`src/sv/cssf_pkg.sv`:
```
// ----------------------------------------------------------------------------
// cssf_pkg: shared definitions for the caseless substring finder
// Widths, register indexes, the folded pattern bundle and the case-fold helper.
// ----------------------------------------------------------------------------
package cssf_pkg;

   localparam int MAX_PATTERN_DEFAULT   = 16;
   localparam int POSITION_BITS_DEFAULT = 16;

   // The two pattern registers hold sixteen bytes whatever MAX_PATTERN is.
   localparam int PATTERN_SLOTS = 16;
   localparam int LEN_W         = 5;
   localparam int MATCH_START_W = 16;
   localparam int CSR_DATA_W    = 64;
   localparam int CSR_INDEX_W   = 2;

   localparam logic [7:0] CHAR_LOWER_A = 8'h61;
   localparam logic [7:0] CHAR_LOWER_Z = 8'h7a;
   localparam logic [7:0] FOLD_MASK    = 8'h5f;

   typedef enum logic [CSR_INDEX_W-1:0] {
      CSR_PATTERN_LOW    = 2'd0,
      CSR_PATTERN_HIGH   = 2'd1,
      CSR_PATTERN_LENGTH = 2'd2
   } csr_index_type;

   // Pattern as the matcher wants it: lane i holds the folded pattern byte
   // that must sit i places before the newest text byte.
   typedef struct packed {
      logic [PATTERN_SLOTS-1:0][7:0] lane_byte;
      logic [PATTERN_SLOTS-1:0]      lane_used;
      logic [LEN_W-1:0]              length;
      logic                          active;
   } pattern_type;

   function automatic logic [7:0] fold_upper(input logic [7:0] b);
      logic [7:0] r;
      r = b;
      if (b inside {[CHAR_LOWER_A:CHAR_LOWER_Z]}) begin
         r = b & FOLD_MASK;
      end
      return r;
   endfunction

endpackage

```
`src/sv/cssf_csr.sv`:
```
// ----------------------------------------------------------------------------
// cssf_csr: pattern registers
// Holds the raw pattern registers and a registered, folded, length-aligned
// copy of the pattern for the matcher.
// ----------------------------------------------------------------------------
module cssf_csr #(
   parameter int MAX_PATTERN = cssf_pkg::MAX_PATTERN_DEFAULT
) (
   input  logic                                 clock,
   input  logic                                 reset,
   input  logic                                 csr_wen,
   input  logic [cssf_pkg::CSR_INDEX_W-1:0]     csr_index,
   input  logic [cssf_pkg::CSR_DATA_W-1:0]      csr_wdata,
   output cssf_pkg::pattern_type                pattern
);
   import cssf_pkg::*;

   logic [CSR_DATA_W-1:0] pat_low_ff, pat_low_in;
   logic [CSR_DATA_W-1:0] pat_high_ff, pat_high_in;
   logic [LEN_W-1:0]      pat_len_ff, pat_len_in;
   pattern_type           aligned_ff, aligned_in;

   logic [PATTERN_SLOTS-1:0][7:0] raw_bytes;
   logic [LEN_W-1:0]              len_clamped;

   always_comb begin
      pat_low_in  = pat_low_ff;
      pat_high_in = pat_high_ff;
      pat_len_in  = pat_len_ff;
      if (csr_wen) begin
         case (csr_index)
            CSR_PATTERN_LOW:    pat_low_in  = csr_wdata;
            CSR_PATTERN_HIGH:   pat_high_in = csr_wdata;
            CSR_PATTERN_LENGTH: pat_len_in  = csr_wdata[LEN_W-1:0];
            default:            ;
         endcase
      end
   end

   assign raw_bytes   = {pat_high_ff, pat_low_ff};
   assign len_clamped = (pat_len_ff > LEN_W'(MAX_PATTERN)) ? LEN_W'(MAX_PATTERN) : pat_len_ff;

   always_comb begin
      logic [LEN_W-1:0] idx;
      aligned_in        = '0;
      aligned_in.length = len_clamped;
      aligned_in.active = (len_clamped != '0);
      for (int i = 0; i < PATTERN_SLOTS; i++) begin
         idx = len_clamped - LEN_W'(i) - LEN_W'(1);
         if (LEN_W'(i) < len_clamped) begin
            aligned_in.lane_used[i] = 1'b1;
            aligned_in.lane_byte[i] = fold_upper(raw_bytes[idx[LEN_W-2:0]]);
         end
      end
   end

   always_ff @(posedge clock) begin
      if (reset) begin
         pat_low_ff  <= '0;
         pat_high_ff <= '0;
         pat_len_ff  <= '0;
         aligned_ff  <= '0;
      end else begin
         pat_low_ff  <= pat_low_in;
         pat_high_ff <= pat_high_in;
         pat_len_ff  <= pat_len_in;
         aligned_ff  <= aligned_in;
      end
   end

   assign pattern = aligned_ff;

endmodule

```
`src/sv/cssf_match.sv`:
```
// ----------------------------------------------------------------------------
// cssf_match: window compare and per-string state
// Keeps the recent folded bytes, the byte count and the first match, and
// works out the result for the final beat of a string.
// ----------------------------------------------------------------------------
module cssf_match #(
   parameter int MAX_PATTERN   = cssf_pkg::MAX_PATTERN_DEFAULT,
   parameter int POSITION_BITS = cssf_pkg::POSITION_BITS_DEFAULT
) (
   input  logic                                 clock,
   input  logic                                 reset,
   input  logic                                 step,
   input  logic [7:0]                           text_byte,
   input  logic                                 last_byte,
   input  cssf_pkg::pattern_type                pattern,
   output logic                                 res_found,
   output logic [cssf_pkg::MATCH_START_W-1:0]   res_start
);
   import cssf_pkg::*;

   localparam int CNT_W = POSITION_BITS + 1;
   localparam int HIST  = (MAX_PATTERN > 1) ? MAX_PATTERN - 1 : 1;
   localparam logic [CNT_W-1:0] POS_MAX   = {1'b0, {POSITION_BITS{1'b1}}};
   localparam logic [CNT_W-1:0] COUNT_SAT = POS_MAX + CNT_W'(MAX_PATTERN);

   logic [CNT_W-1:0]         count_ff, count_in;
   logic [POSITION_BITS-1:0] first_ff, first_in;
   logic [HIST-1:0][7:0]     recent_ff, recent_in;

   logic [7:0]                       cur;
   logic [MAX_PATTERN-1:0][7:0]      window;
   logic [MAX_PATTERN-1:0]           lane_ok;
   logic [CNT_W-1:0]                 cnt_next;
   logic [CNT_W-1:0]                 start;
   logic                             hit;
   logic [POSITION_BITS-1:0]         first_next;
   logic [POSITION_BITS+MATCH_START_W-1:0] first_ext;

   assign cur = fold_upper(text_byte);

   always_comb begin
      window[0] = cur;
      for (int i = 1; i < MAX_PATTERN; i++) begin
         window[i] = recent_ff[i-1];
      end
      for (int i = 0; i < MAX_PATTERN; i++) begin
         lane_ok[i] = !pattern.lane_used[i] || (window[i] == pattern.lane_byte[i]);
      end
   end

   assign cnt_next = (count_ff < COUNT_SAT) ? count_ff + CNT_W'(1) : count_ff;
   assign start    = cnt_next - CNT_W'(pattern.length) + CNT_W'(1);

   // A start beyond the position range sets the top bit of start.
   assign hit = pattern.active && (first_ff == '0) && (cnt_next >= CNT_W'(pattern.length))
                && (&lane_ok) && !start[POSITION_BITS];

   assign first_next = hit ? start[POSITION_BITS-1:0] : first_ff;
   assign first_ext  = {{MATCH_START_W{1'b0}}, first_next};
   assign res_found  = (first_next != '0);
   assign res_start  = first_ext[MATCH_START_W-1:0];

   always_comb begin
      recent_in[0] = cur;
      for (int i = 1; i < HIST; i++) begin
         recent_in[i] = recent_ff[i-1];
      end
   end

   assign count_in = last_byte ? '0 : cnt_next;
   assign first_in = last_byte ? '0 : first_next;

   always_ff @(posedge clock) begin
      if (reset) begin
         count_ff <= '0;
         first_ff <= '0;
      end else if (step) begin
         count_ff <= count_in;
         first_ff <= first_in;
      end
   end

   // Window bytes need no clearing: a compare only looks at lanes the
   // byte count shows to belong to the current string.
   always_ff @(posedge clock) begin
      if (step) begin
         recent_ff <= recent_in;
      end
   end

endmodule

```
`src/sv/caseless_substring_finder.sv`:
```
// ----------------------------------------------------------------------------
// caseless_substring_finder: case-insensitive substring search
// Streams a string one byte per beat and reports the start of the first
// occurrence of a configured pattern of up to sixteen bytes.
// ----------------------------------------------------------------------------
//
//   Port group   Direction   Handshake        Carries
//   req_*        in          valid / stall    one text byte, last-byte mark
//   rsp_*        out         valid / stall    found flag, 1-based match start
//   csr_*        in          write enable     pattern bytes and length
//
// One beat is taken every clock cycle unless req_stall is raised. A final
// beat moves from the input register to the output register, where its
// result is held until taken. The rate is set by the window compare and
// state update that sit between the input and output registers.
// Reset is synchronous and clears the pattern, the string state and both
// valid registers. A stalled result holds back only a following final beat;
// beats in the middle of a string keep flowing while the result waits.
//
// The block keeps the most recent MAX_PATTERN-1 text bytes, folded so that
// a to z compare equal to A to Z. On every beat the new byte and this
// window are compared in parallel against the folded pattern, which the
// register block keeps aligned to the pattern length so that lane i always
// faces the byte i places back. The first hit records its start position;
// a start above the position range is ignored. The final beat of a string
// delivers the result and clears the per-string state. An empty pattern
// never matches.
// ----------------------------------------------------------------------------
module caseless_substring_finder #(
   parameter int MAX_PATTERN   = cssf_pkg::MAX_PATTERN_DEFAULT,
   parameter int POSITION_BITS = cssf_pkg::POSITION_BITS_DEFAULT
) (
   input  logic                                 clock,
   input  logic                                 reset,

   input  logic                                 req_valid,
   output logic                                 req_stall,
   input  logic [7:0]                           req_text_byte,
   input  logic                                 req_last_byte,

   output logic                                 rsp_valid,
   input  logic                                 rsp_stall,
   output logic                                 rsp_found,
   output logic [cssf_pkg::MATCH_START_W-1:0]   rsp_match_start,

   input  logic                                 csr_wen,
   input  logic [cssf_pkg::CSR_INDEX_W-1:0]     csr_index,
   input  logic [cssf_pkg::CSR_DATA_W-1:0]      csr_wdata
);
   import cssf_pkg::*;

   // Input register: one beat waiting for the compare stage.
   logic       in_valid_ff, in_valid_in;
   logic [7:0] in_byte_ff;
   logic       in_last_ff;

   // Output register: one finished result.
   logic                     out_valid_ff, out_valid_in;
   logic                     out_found_ff;
   logic [MATCH_START_W-1:0] out_start_ff;

   logic                     req_accept;
   logic                     advance;
   logic                     step;
   logic                     res_found;
   logic [MATCH_START_W-1:0] res_start;
   pattern_type              pattern;

   // A beat in the input register may move on unless it is a final beat and
   // the output register is full and not being emptied in this cycle.
   assign advance    = !in_last_ff || !out_valid_ff || !rsp_stall;
   assign step       = in_valid_ff && advance;
   assign req_stall  = in_valid_ff && !advance;
   assign req_accept = req_valid && !req_stall;

   assign in_valid_in  = req_accept || (in_valid_ff && !advance);
   assign out_valid_in = (step && in_last_ff) || (out_valid_ff && rsp_stall);

   always_ff @(posedge clock) begin
      if (reset) begin
         in_valid_ff  <= 1'b0;
         out_valid_ff <= 1'b0;
      end else begin
         in_valid_ff  <= in_valid_in;
         out_valid_ff <= out_valid_in;
      end
   end

   always_ff @(posedge clock) begin
      if (req_accept) begin
         in_byte_ff <= req_text_byte;
         in_last_ff <= req_last_byte;
      end
   end

   always_ff @(posedge clock) begin
      if (step && in_last_ff) begin
         out_found_ff <= res_found;
         out_start_ff <= res_start;
      end
   end

   cssf_csr #(
      .MAX_PATTERN (MAX_PATTERN)
   ) u_csr (
      .clock     (clock),
      .reset     (reset),
      .csr_wen   (csr_wen),
      .csr_index (csr_index),
      .csr_wdata (csr_wdata),
      .pattern   (pattern)
   );

   cssf_match #(
      .MAX_PATTERN   (MAX_PATTERN),
      .POSITION_BITS (POSITION_BITS)
   ) u_match (
      .clock     (clock),
      .reset     (reset),
      .step      (step),
      .text_byte (in_byte_ff),
      .last_byte (in_last_ff),
      .pattern   (pattern),
      .res_found (res_found),
      .res_start (res_start)
   );

   assign rsp_valid       = out_valid_ff;
   assign rsp_found       = out_found_ff;
   assign rsp_match_start = out_start_ff;

endmodule

```
`config.mk`:
```
export PLATFORM = sky130hd
export DESIGN_NAME = caseless_substring_finder
export DESIGN_NICKNAME = d
export VERILOG_FILES = /design/src/sv/cssf_pkg.sv /design/src/sv/cssf_csr.sv /design/src/sv/cssf_match.sv /design/src/sv/caseless_substring_finder.sv
export SDC_FILE = /design/constraint.sdc
export NUM_CORES = 1
export LEC_CHECK = 0
export ABC_AREA = 1
export ABC_CLOCK_PERIOD_IN_PS = 4960
export BUFFER_PORTS_ARGS = -buffer_cell sky130_fd_sc_hd__clkbuf_2
export CAP_MARGIN = 20
export CORE_MARGIN = 1
export CORE_UTILIZATION = 50
export DETAILED_ROUTE_END_ITERATION = 8
export PLACE_DENSITY = 0.69
export SLEW_MARGIN = 20
export SYNTH_ARGS = -nofsm -noshare
export SYNTH_HDL_FRONTEND = slang
export SYNTH_SLANG_ARGS = --single-unit
export TNS_END_PERCENT = 30
```
`constraint.sdc`:
```
create_clock -name clock -period 4.96 [get_ports clock]
set_input_delay 1.488 -clock clock [delete_from_list [all_inputs] [get_ports clock]]
set_output_delay 1.488 -clock clock [all_outputs]
set_load 0.01 [all_outputs]
```
After elaboration in Yosys (flattened, before gate mapping)
Cells that the tools add are included.
{"block": "totals", "ff_bits": 464, "latchBits": 0, "mem_bits_rw": 0, "mem_bits_ro": 0, "input_bits": 80, "out_inout_bits": 19, "word_cells": 359, "n_memories": 0}
{"block": "op_classes", "add_sub_neg": 33, "n_mul": 0, "div": 0, "order_cmp": 69, "n_eq_ne": 18, "shift": 0, "mux": 54, "bitwise": 16, "n_reduce_logical": 108}
{"op": "$bmux 8 s4", "n": 16}
{"op": "$ge 8x7->1 const B", "n": 17}
{"op": "$le 8x7->1 const B", "n": 17}
{"op": "$mux 8", "n": 17}
{"op": "$eq 8x8->1", "n": 16}
{"op": "$lt 4x5->1 const B", "n": 16}
{"op": "$sub 4x1->4 const B", "n": 16}
{"op": "$reduce_or 3->1", "n": 16}
{"op": "$lt 4x5->1 const A", "n": 8}
{"op": "$add 17x1->17 const B", "n": 2}
{"op": "$mux 17", "n": 2}
{"op": "$mux 16", "n": 2}
{"op": "$reduce_or 2->1", "n": 16}
{"op": "$sub 4x4->4 const B", "n": 8}
{"op": "$logic_and 1x1->1", "n": 26}
{"op": "$logic_not 1->1", "n": 22}
{"op": "$logic_or 1x1->1", "n": 20}
{"op": "$lt 3x5->1 const A", "n": 4}
{"op": "$ge 17x5->1", "n": 1}
{"op": "$lt 17x17->1 const B", "n": 1}
{"op": "$sub 17x5->17", "n": 1}
{"op": "$logic_not 16->1", "n": 1}
{"op": "$mux 1", "n": 16}
{"op": "$not 1->1", "n": 16}
{"op": "13 further kinds", "n": 21}

Depth between registers and ports, before layout
Gate-level depths: netlist of the first run.
{"block": "depth", "ltp_word": 10, "depth_mapped": 29, "depth_no_buf": 28}

Hierarchy
A second synthesis of the first run with hierarchy kept.
{"block": "unflattened", "cells_unflattened": 3585, "area_unflattened_um2": 25201.7}
{"mod": "cssf_csr", "n_inst": 1, "cells_each": 2510, "area_each_um2": 15361.0, "seq_area_each_um2": 5645.4}
{"mod": "cssf_match", "n_inst": 1, "cells_each": 1030, "area_each_um2": 8949.8, "seq_area_each_um2": 4264.1}
{"mod": "caseless_substring_finder", "n_inst": 1, "cells_each": 45, "area_each_um2": 890.9, "seq_area_each_um2": 820.8}

Worst setup path before layout of the first run
OpenSTA, ideal clock, no wires.
{"block": "synth_timing", "kind": "in2reg", "from": "input rsp_stall", "to": "register out_found_ff (netlist: rsp_found), enable pin", "setup_ns": 0.371, "arrival_time_ns": 4.777, "required_ns": 4.589, "path_slack_ns": -0.188, "stages": 5, "path_buffers": 0, "cell_sequence": "nand3_1 -> nand2_1 -> inv_1 -> nand2_1 -> inv_1"}
{"block": "synth_via", "elab_chain_cells": 4}
{"item": "from (decl)", "line_no": "caseless_substring_finder.sv:42", "source": "input logic rsp_stall,"}
{"item": "$logic_not 1->1", "line_no": "caseless_substring_finder.sv:71", "source": "assign advance = !in_last_ff || !out_valid_ff || !rsp_stall;"}
{"item": "$logic_or 1x1->1", "line_no": "caseless_substring_finder.sv:71"}
{"item": "$logic_and 1x1->1", "line_no": "caseless_substring_finder.sv:72", "source": "assign step = in_valid_ff && advance;"}
{"item": "net step", "line_no": "caseless_substring_finder.sv:64", "source": "logic step;"}
{"item": "$logic_and 1x1->1", "line_no": "caseless_substring_finder.sv:97", "source": "if (step && in_last_ff) begin"}
{"item": "to (signal assigned)", "line_no": "caseless_substring_finder.sv:98", "source": "out_found_ff <= res_found;"}
{"item": "to (decl)", "line_no": "caseless_substring_finder.sv:59", "source": "logic out_found_ff;"}
The timed path passes the listed nets, and every way through them passes these cells.
A chain may end at the register's enable or synchronous reset.

Worst setup path in the final report of the first run
{"block": "layout_timing", "from": "register u_match.count_ff[12]", "to": "register out_found_ff (netlist: rsp_found), data pin"}
{"block": "layout_via", "elab_chain_cells": 8, "word_cells_on_any_way": 12, "classes_between": "3 x add/sub; 2 x order compare; 2 x mux; 5 x reduce/logical"}
{"item": "from (decl)", "line_no": "cssf_match.sv:26", "source": "logic [CNT_W-1:0] count_ff, count_in;"}
{"item": "from (signal assigned)", "line_no": "cssf_match.sv:78", "source": "count_ff <= count_in;"}
{"item": "$add 17x1->17 / $lt 17x17->1 (equally long branches)", "line_no": "cssf_match.sv:51", "source": "assign cnt_next = (count_ff < COUNT_SAT) ? count_ff + CNT_W'(1) : count_ff;"}
{"item": "$mux 17 (*)", "line_no": "cssf_match.sv:51"}
{"item": "$sub 17x5->17 / $ge 17x5->1 (equally long branches)", "line_no": "cssf_match.sv:52, cssf_match.sv:55"}
{"item": "$add 17x1->17 / $logic_and 1x1->1 (equally long branches)", "line_no": "cssf_match.sv:52, cssf_match.sv:55"}
{"item": "$logic_not 1->1 / $logic_and 1x1->1 (equally long branches)", "line_no": "cssf_match.sv:56", "source": "&& (&lane_ok) && !start[POSITION_BITS];"}
{"item": "$logic_and 1x1->1", "line_no": "cssf_match.sv:56"}
{"item": "$mux 16 (*)", "line_no": "cssf_match.sv:58", "source": "assign first_next = hit ? start[POSITION_BITS-1:0] : first_ff;"}
{"item": "net res_start[6]", "line_no": "caseless_substring_finder.sv:66", "source": "logic [MATCH_START_W-1:0] res_start;"}
{"item": "$reduce_bool 16->1 (*)", "line_no": "cssf_match.sv:60", "source": "assign res_found = (first_next != '0);"}
{"item": "net res_found", "line_no": "caseless_substring_finder.sv:65", "source": "logic res_found;"}
Mark *: on every way through the listed nets, which the timed path passes. The rest lies on a longest branch.

==> reports/metrics.yaml, run 1 <==
timing:
  max-slew-margin-rel: 0.267
  fin_crit_sh: 0.911
  fin_ws_ns: 0.443
  period_needed_ns: 4.52
  rsz0062_at_grt: "no"
  finalHoldViolations: 0
  finalSetupViolCount: 0
  fmaxAchievable_mhz: 221
  tns_ns: 0
  slew_violations: 0
  worstMarginPinSlew_ns: 1.10
  skew_ns: 0.0303
yosys:
  synth-compound-area-share: 0.173
  synth_xor_area_frac: 0.0402
  yosysTopAreaCellShare: 0.258
  ys.warnings.count: 0
  synth_nets: 3575
  synth_area_leaders: "dfxtp_1, edfxtp_1, nand2_1"
  synth.distinct_cells: 38
  netlist_instances: 3445
  synth-simple-area-share: 0.230
  seq_area_frac_synth: 0.436
  synth_adder_area_share: 0.0260
  synth_top_family_by_area: "simple AND/OR/NAND/NOR gates"
  ys_seq_elements: 463
  synthMuxAreaShare: 0.00407
  syn-cell-area_um2: 24600
  syn_avg_cell_area_um2: 7.15
  synth_largest_area_cell: "dfxtp_1"
power_and_ir_drop:
  p_total_mw: 9.71
  cellPowerDensity_nw_per_um2: 357
  p_clk_frac: 0.380
  comb_power_share: 0.190
  p_int_mw: 6.74
  p_seq_frac: 0.430
  vdd_drop_max_uv: 279
  swShare: 0.306
  power_leakage_nw: 11.5
  power.switching_mw: 2.98
hold_path:
  hold_path.class: "reg2reg"
  hp-start: "u_match.recent_ff[22]"
die:
  core_area_um2: 48100
  row_count: 80
  ios: 99
  die-area_um2: 50100
  die_w_um: 224
  start_util: 0.511
  die_h_um: 224
worst_setup_path:
  r2r-start: "u_match.count_ff[12]"
  critPathLaunchType: "flop"
  startpoint: "u_match.count_ff[12]"
  worstSetupEndpointType: "flop"
  critPathKind: "reg2reg"
  crit_fanout: 16
  critPathRequiredTime_ns: 5.42
  arrival_ns: 4.98
detailed_routing:
  firstDrtPassIters: 6
  ant_nets: 0
  vias: 22100
  drc: 0
  initialDrtViolationCount: 2216
  via_per_inst: 5.31
  drt-wirelength-per-cell_um: 18.0
  wl_um: 75100
placed_design:
  dp_hpwl_um: 58000
  portBuffers: 98
  pre_cts_slack_ns: 0.421
  gp_congestion: 1.05
clock_tree:
  cts_made_buffers: 49
  htreeDepth: 2
  root_buffer: "clkbuf_16"
  clk-insertion-delay-late_ns: 0.60
  hold_buffers: 0
  clk_pin_slew_ns: 0.06
  cts_resized: 0
  clock_path_buffers: 3
  cts_tree: "built"
  postCtsSetupBuffers: 0
  cts.sink_count: 463
global_route:
  grt_pass1_wl_um: 114000
  overflow: 0
  antenna_found_initial: 0
  grt_usage: 0.299
  grt_max_degree: 167
  first_global_vias: 19800
run_status:
  status: "finished clean"
finish:
  drive_gt1_frac: 0.0732
  num-nets-final: 3600
  layout_commonest_cell: "nand2_1"
  final_cell_mix: "nand2_1, o21ai_0, inv_1"
  syn2layout_area_growth_pct: 10.4
flow_run:
  maxCapViolCount: 0
state kept, by name, summed over array words and instances (netlist names), 8 cells and up:
name,count
u_csr.pat_low_ff,64
u_csr.pat_high_ff,64
u_csr.pattern,149
u_match.count_ff,17
in_byte_ff,8
u_match.first_ff,16
u_match.recent_ff,120
rsp_match_start,16
power groups by stage:
stage	registers (mW)	clock network (mW)	logic [mW]
after floorplan	4.22	0	1.17
after global placement	4.25	0	1.77
after detailed placement	4.25	0	1.78
after CTS	4.17	3.74	1.79
after global routing	4.19	3.90	2.01
final	4.17	3.69	1.85
metrics by stage:
stage          instance area [um^2]  hold WS (ns)  cells  utilization
3_3_place_gp                  25600         0.435   4075        0.531
5_1_grt                       27200         0.465   4165        0.565
3_5_place_dp                  25600         0.447   4075        0.531
6_report                      27200         0.456   4166        0.565
2_1_floorplan                 24600         0.426   3445            -
4_1_cts                       27200         0.460   4165        0.564
metal layers:
layer  vias to the layer above  routed length (um)  track usage
met4                         0                3000        0.114
li1                      11200                   -            -
met5                         -                   0            0
met1                     10000               33300        0.408
met2                       825               33300        0.477
met3                       135                5480       0.0467
path summary, 6_finish.rpt:
check / cells past startpoint / slack (ns) / end
worst max register to register: 23 / 0.44 / rsp_found
worst min-delay path: 0 / 0.46 / u_match.recent_ff[30]
worst min register to register: 0 / 0.46 / u_match.recent_ff[30]
worst max-delay path: 23 / 0.44 / rsp_found
layout make-up:
type | count | area (um^2)
Antenna cell | 1 | 2.50
Clock buffer | 62 | 1330
Clock inverter | 28 | 284
Fill cell | 4588 | 21000
Inverter | 406 | 1540
Multi-Input combinational cell | 2417 | 11700
Sequential cell | 463 | 10700
Tap cell | 656 | 821
Timing Repair Buffer | 133 | 803
cells by family after synthesis:
kind of cell               after synthesis
DFF                                    463
and+or+nand+nor                       1407
muxes                                   10
xor gates and xnor gates               113
adders and majority gates               50
buffers and inverters                  565
AOI/OAI and AO/OA                      837
cells in the mapped netlist:
cell type / n
nand3_1: 89
buf_6: 5
o21bai_1: 1
ha_1: 48
or2_2: 32
a32oi_1: 1
xor2_1: 39
a21oi_2: 1
buf_4: 9
o211ai_1: 7
xnor2_1: 74
nor2_2: 1
o22ai_1: 2
o21ai_0: 581
nor4_1: 5
dfxtp_1: 317
o211a_1: 1
inv_1: 401
edfxtp_1: 146
a21o_1: 2
nand4_1: 39
nor2_4: 1
and2_1: 7
nand2_1: 908
nor2_1: 297
o21a_1: 11
inv_2: 5
buf_2: 26
o31ai_1: 1
mux2i_1: 10
o21ai_1: 41
a21oi_1: 182
buf_1: 11
a31oi_1: 6
clkbuf_1: 108
nand3b_1: 8
nor3_1: 20
fa_1: 2
critical path, stage by stage, from the launching register on:
cell and delay, ns:
dfxtp_1 0.37, nor4_2 0.34, nand3_1 0.13, nand2_2 0.22
nand2_1 0.12, nor2_1 0.17, nand3_1 0.13, nor2_1 0.16
nand4_1 0.11, xor2_1 0.18, inv_1 0.13, ha_1 0.17
nand4_1 0.11, nor4_1 0.18, nand2_1 0.09, nor2_1 0.11
nor2_1 0.07, nor2_1 0.81, nand3_1 0.14, o21ai_0 0.39
nor2_1 0.09, nand2_1 0.08, nor2_1 0.04, nand2_1 0.05
Note: power is estimated with default switching activity, not from simulation.
==> inputs of run 2 (changes only) <==
--- a/config.mk
+++ b/config.mk
@@ -9,10 +9,11 @@
 export ABC_CLOCK_PERIOD_IN_PS = 4960
 export BUFFER_PORTS_ARGS = -buffer_cell sky130_fd_sc_hd__clkbuf_2
 export CAP_MARGIN = 20
+export CORE_ASPECT_RATIO = 1.2
 export CORE_MARGIN = 1
-export CORE_UTILIZATION = 50
+export CORE_UTILIZATION = 48
 export DETAILED_ROUTE_END_ITERATION = 8
-export PLACE_DENSITY = 0.69
+export PLACE_DENSITY = 0.67
 export SLEW_MARGIN = 20
 export SYNTH_ARGS = -nofsm -noshare
 export SYNTH_HDL_FRONTEND = slang
==> run 2 against run 1 <==
Against the previous run: utilization is 2.6 points lower; highest routed layer unchanged; critical endpoint unchanged; critical path depth grew 2; die area rose by 4.1%; largest cell class unchanged; critical path type unchanged; via count shrank 1.1%.
==> reports/metrics.yaml, run 2 (synthesis results as in run 1) <==
worst_setup_path:
  r2r_setup_slack_ns: 0.44
  critPathMaxStageDelay_ns: 0.39
  crit_slowest_cell: "ha_1"
  path_buf_inv: 2
  r2r-start: "u_match.count_ff[12]"
  critPathKind: "reg2reg"
  crit_fanout: 16
  cp.depth: 25
  cpMostUsedCell: "nand2_1"
  critPathLaunchType: "flop"
  rr_worst_depth: 25
  cp_top_family: "simple AND/OR/NAND/NOR gates"
  critPathRequiredTime_ns: 5.32
  worstSetupEndpointType: "flop"
  reg2reg_to: "rsp_found"
  arrival_ns: 4.88
power_and_ir_drop:
  cellPowerDensity_nw_per_um2: 354
  p_total_mw: 9.60
  vdd_drop_max_uv: 269
  power_leakage_nw: 11.5
placed_design:
  dp_hpwl_um: 58700
  pre_cts_slack_ns: 0.471
  portBuffers: 98
  gp_congestion: 1.04
  dp.cells: 4070
die:
  row_count: 90
  ios: 99
  die_h_um: 250
  core_area_um2: 50400
  die-area_um2: 52200
  start_util: 0.488
  die_w_um: 209
clock_tree:
  cts.sink_count: 463
  clk-insertion-delay-late_ns: 0.61
  cts_made_buffers: 46
  clk_pin_slew_ns: 0.07
  cts_tree: "built"
  htreeDepth: 2
  hold_buffers: 0
  clock_path_buffers: 3
  root_buffer: "clkbuf_16"
run_status:
  status: "finished clean"
finish:
  drive_gt1_frac: 0.0757
  fill_cells: 4931
  layout_commonest_cell: "nand2_1"
  syn2layout_area_growth_pct: 10.3
  final_cell_mix: "nand2_1, o21ai_0, inv_1"
  final_cells: 4156
  num-nets-final: 3604
  largest_reg_flops: 149
  antennaDiodeCount: 0
timing:
  worstMarginPinSlew_ns: 1.14
  period_needed_ns: 4.52
  fin_ws_ns: 0.443
  tns_ns: 0
  rsz0062_at_grt: "no"
  finalHoldViolations: 0
  max-slew-margin-rel: 0.234
  fin_crit_sh: 0.911
  slew_violations: 0
  fmaxAchievable_mhz: 221
  finalSetupViolCount: 0
  skew_ns: 0.0278
detailed_routing:
  drt-wirelength-per-cell_um: 18.1
  firstDrtPassIters: 6
  initialDrtViolationCount: 1691
  via_per_inst: 5.27
  drc: 0
  wl_um: 75300
  vias: 21900
  ant_nets: 0
global_route:
  top_usage_layer: "met2"
  grt_use_met1: 0.346
  first_global_vias: 20100
  met2_usage: 0.491
  grt_pass1_wl_um: 114000
  grt_util_met3: 0.0365
  overflow: 0
  antenna_found_initial: 0
  grt_usage: 0.288
  grt_max_degree: 249
hold_path:
  hold_path.class: "reg2reg"
  hold_path_depth: 0
  hp-start: "u_match.recent_ff[22]"
  hold_end: "u_match.recent_ff[30]"
flow_run:
  maxCapViolCount: 0
## run 2: power breakdown
| group | total, mW | internal [mW] | switching [mW] | leakage (nW) |
|---|---|---|---|---|
| Sequential | 4.17 | 4.08 | 0.0917 | 3.94 |
| Combinational | 1.86 | 0.510 | 1.35 | 6.84 |
| Clock | 3.58 | 2.07 | 1.51 | 0.764 |
## run 2: layout make-up
type                            count  area, um^2  share of cell area
Multi-Input combinational cell   2417       11700               0.430
Sequential cell                   463       10700               0.395
Inverter                          406        1540              0.0565
Clock buffer                       67        1360              0.0500
Timing Repair Buffer              140         843              0.0311
Tap cell                          644         806              0.0297
Clock inverter                     19         199             0.00733
## run 2: worst max path at each step
stage	startpoint	end	slack [ns]
floorplan	rsp_stall	rsp_found	0.73
global placement	u_match.count_ff[12]	rsp_found	0.54
finish	u_match.count_ff[12]	rsp_found	0.44
global route	u_match.count_ff[12]	rsp_found	0.06
detailed placement	u_match.count_ff[12]	rsp_found	0.47
CTS	u_match.count_ff[12]	rsp_found	0.46
## run 2: metrics by stage
stage	cell area (um^2)	hold WS, ns	util
2_1_floorplan	24600	0.426	-
3_3_place_gp	25600	0.431	0.507
3_5_place_dp	25600	0.439	0.507
4_1_cts	27100	0.453	0.538
5_1_grt	27200	0.475	0.538
6_report	27200	0.452	0.538
## run 2: worst reg2reg max path, delay by kind of cell, from the launching register on
family | cells | cell delay, ns
buffers and inverters | 2 | 0.39
AND/OR/NAND/NOR | 22 | 3.12
flip-flops | 1 | 0.37
adder cells (fa/ha/maj) | 1 | 0.39
## run 2: layer usage
metal  vias to the layer above  wire length, um
met3                       180             3710
li1                      11200                -
met2                       623            35400
met4                         0             5050
met1                      9916            31100
met5                         -                0
## run 2: what timing repair did
action / CTS / global route
endpoints found under the hold margin: 0 / 0
resized for setup: 0 / 3
endpoints found under the setup margin: 0 / 2
buffers inserted: 0 / 0
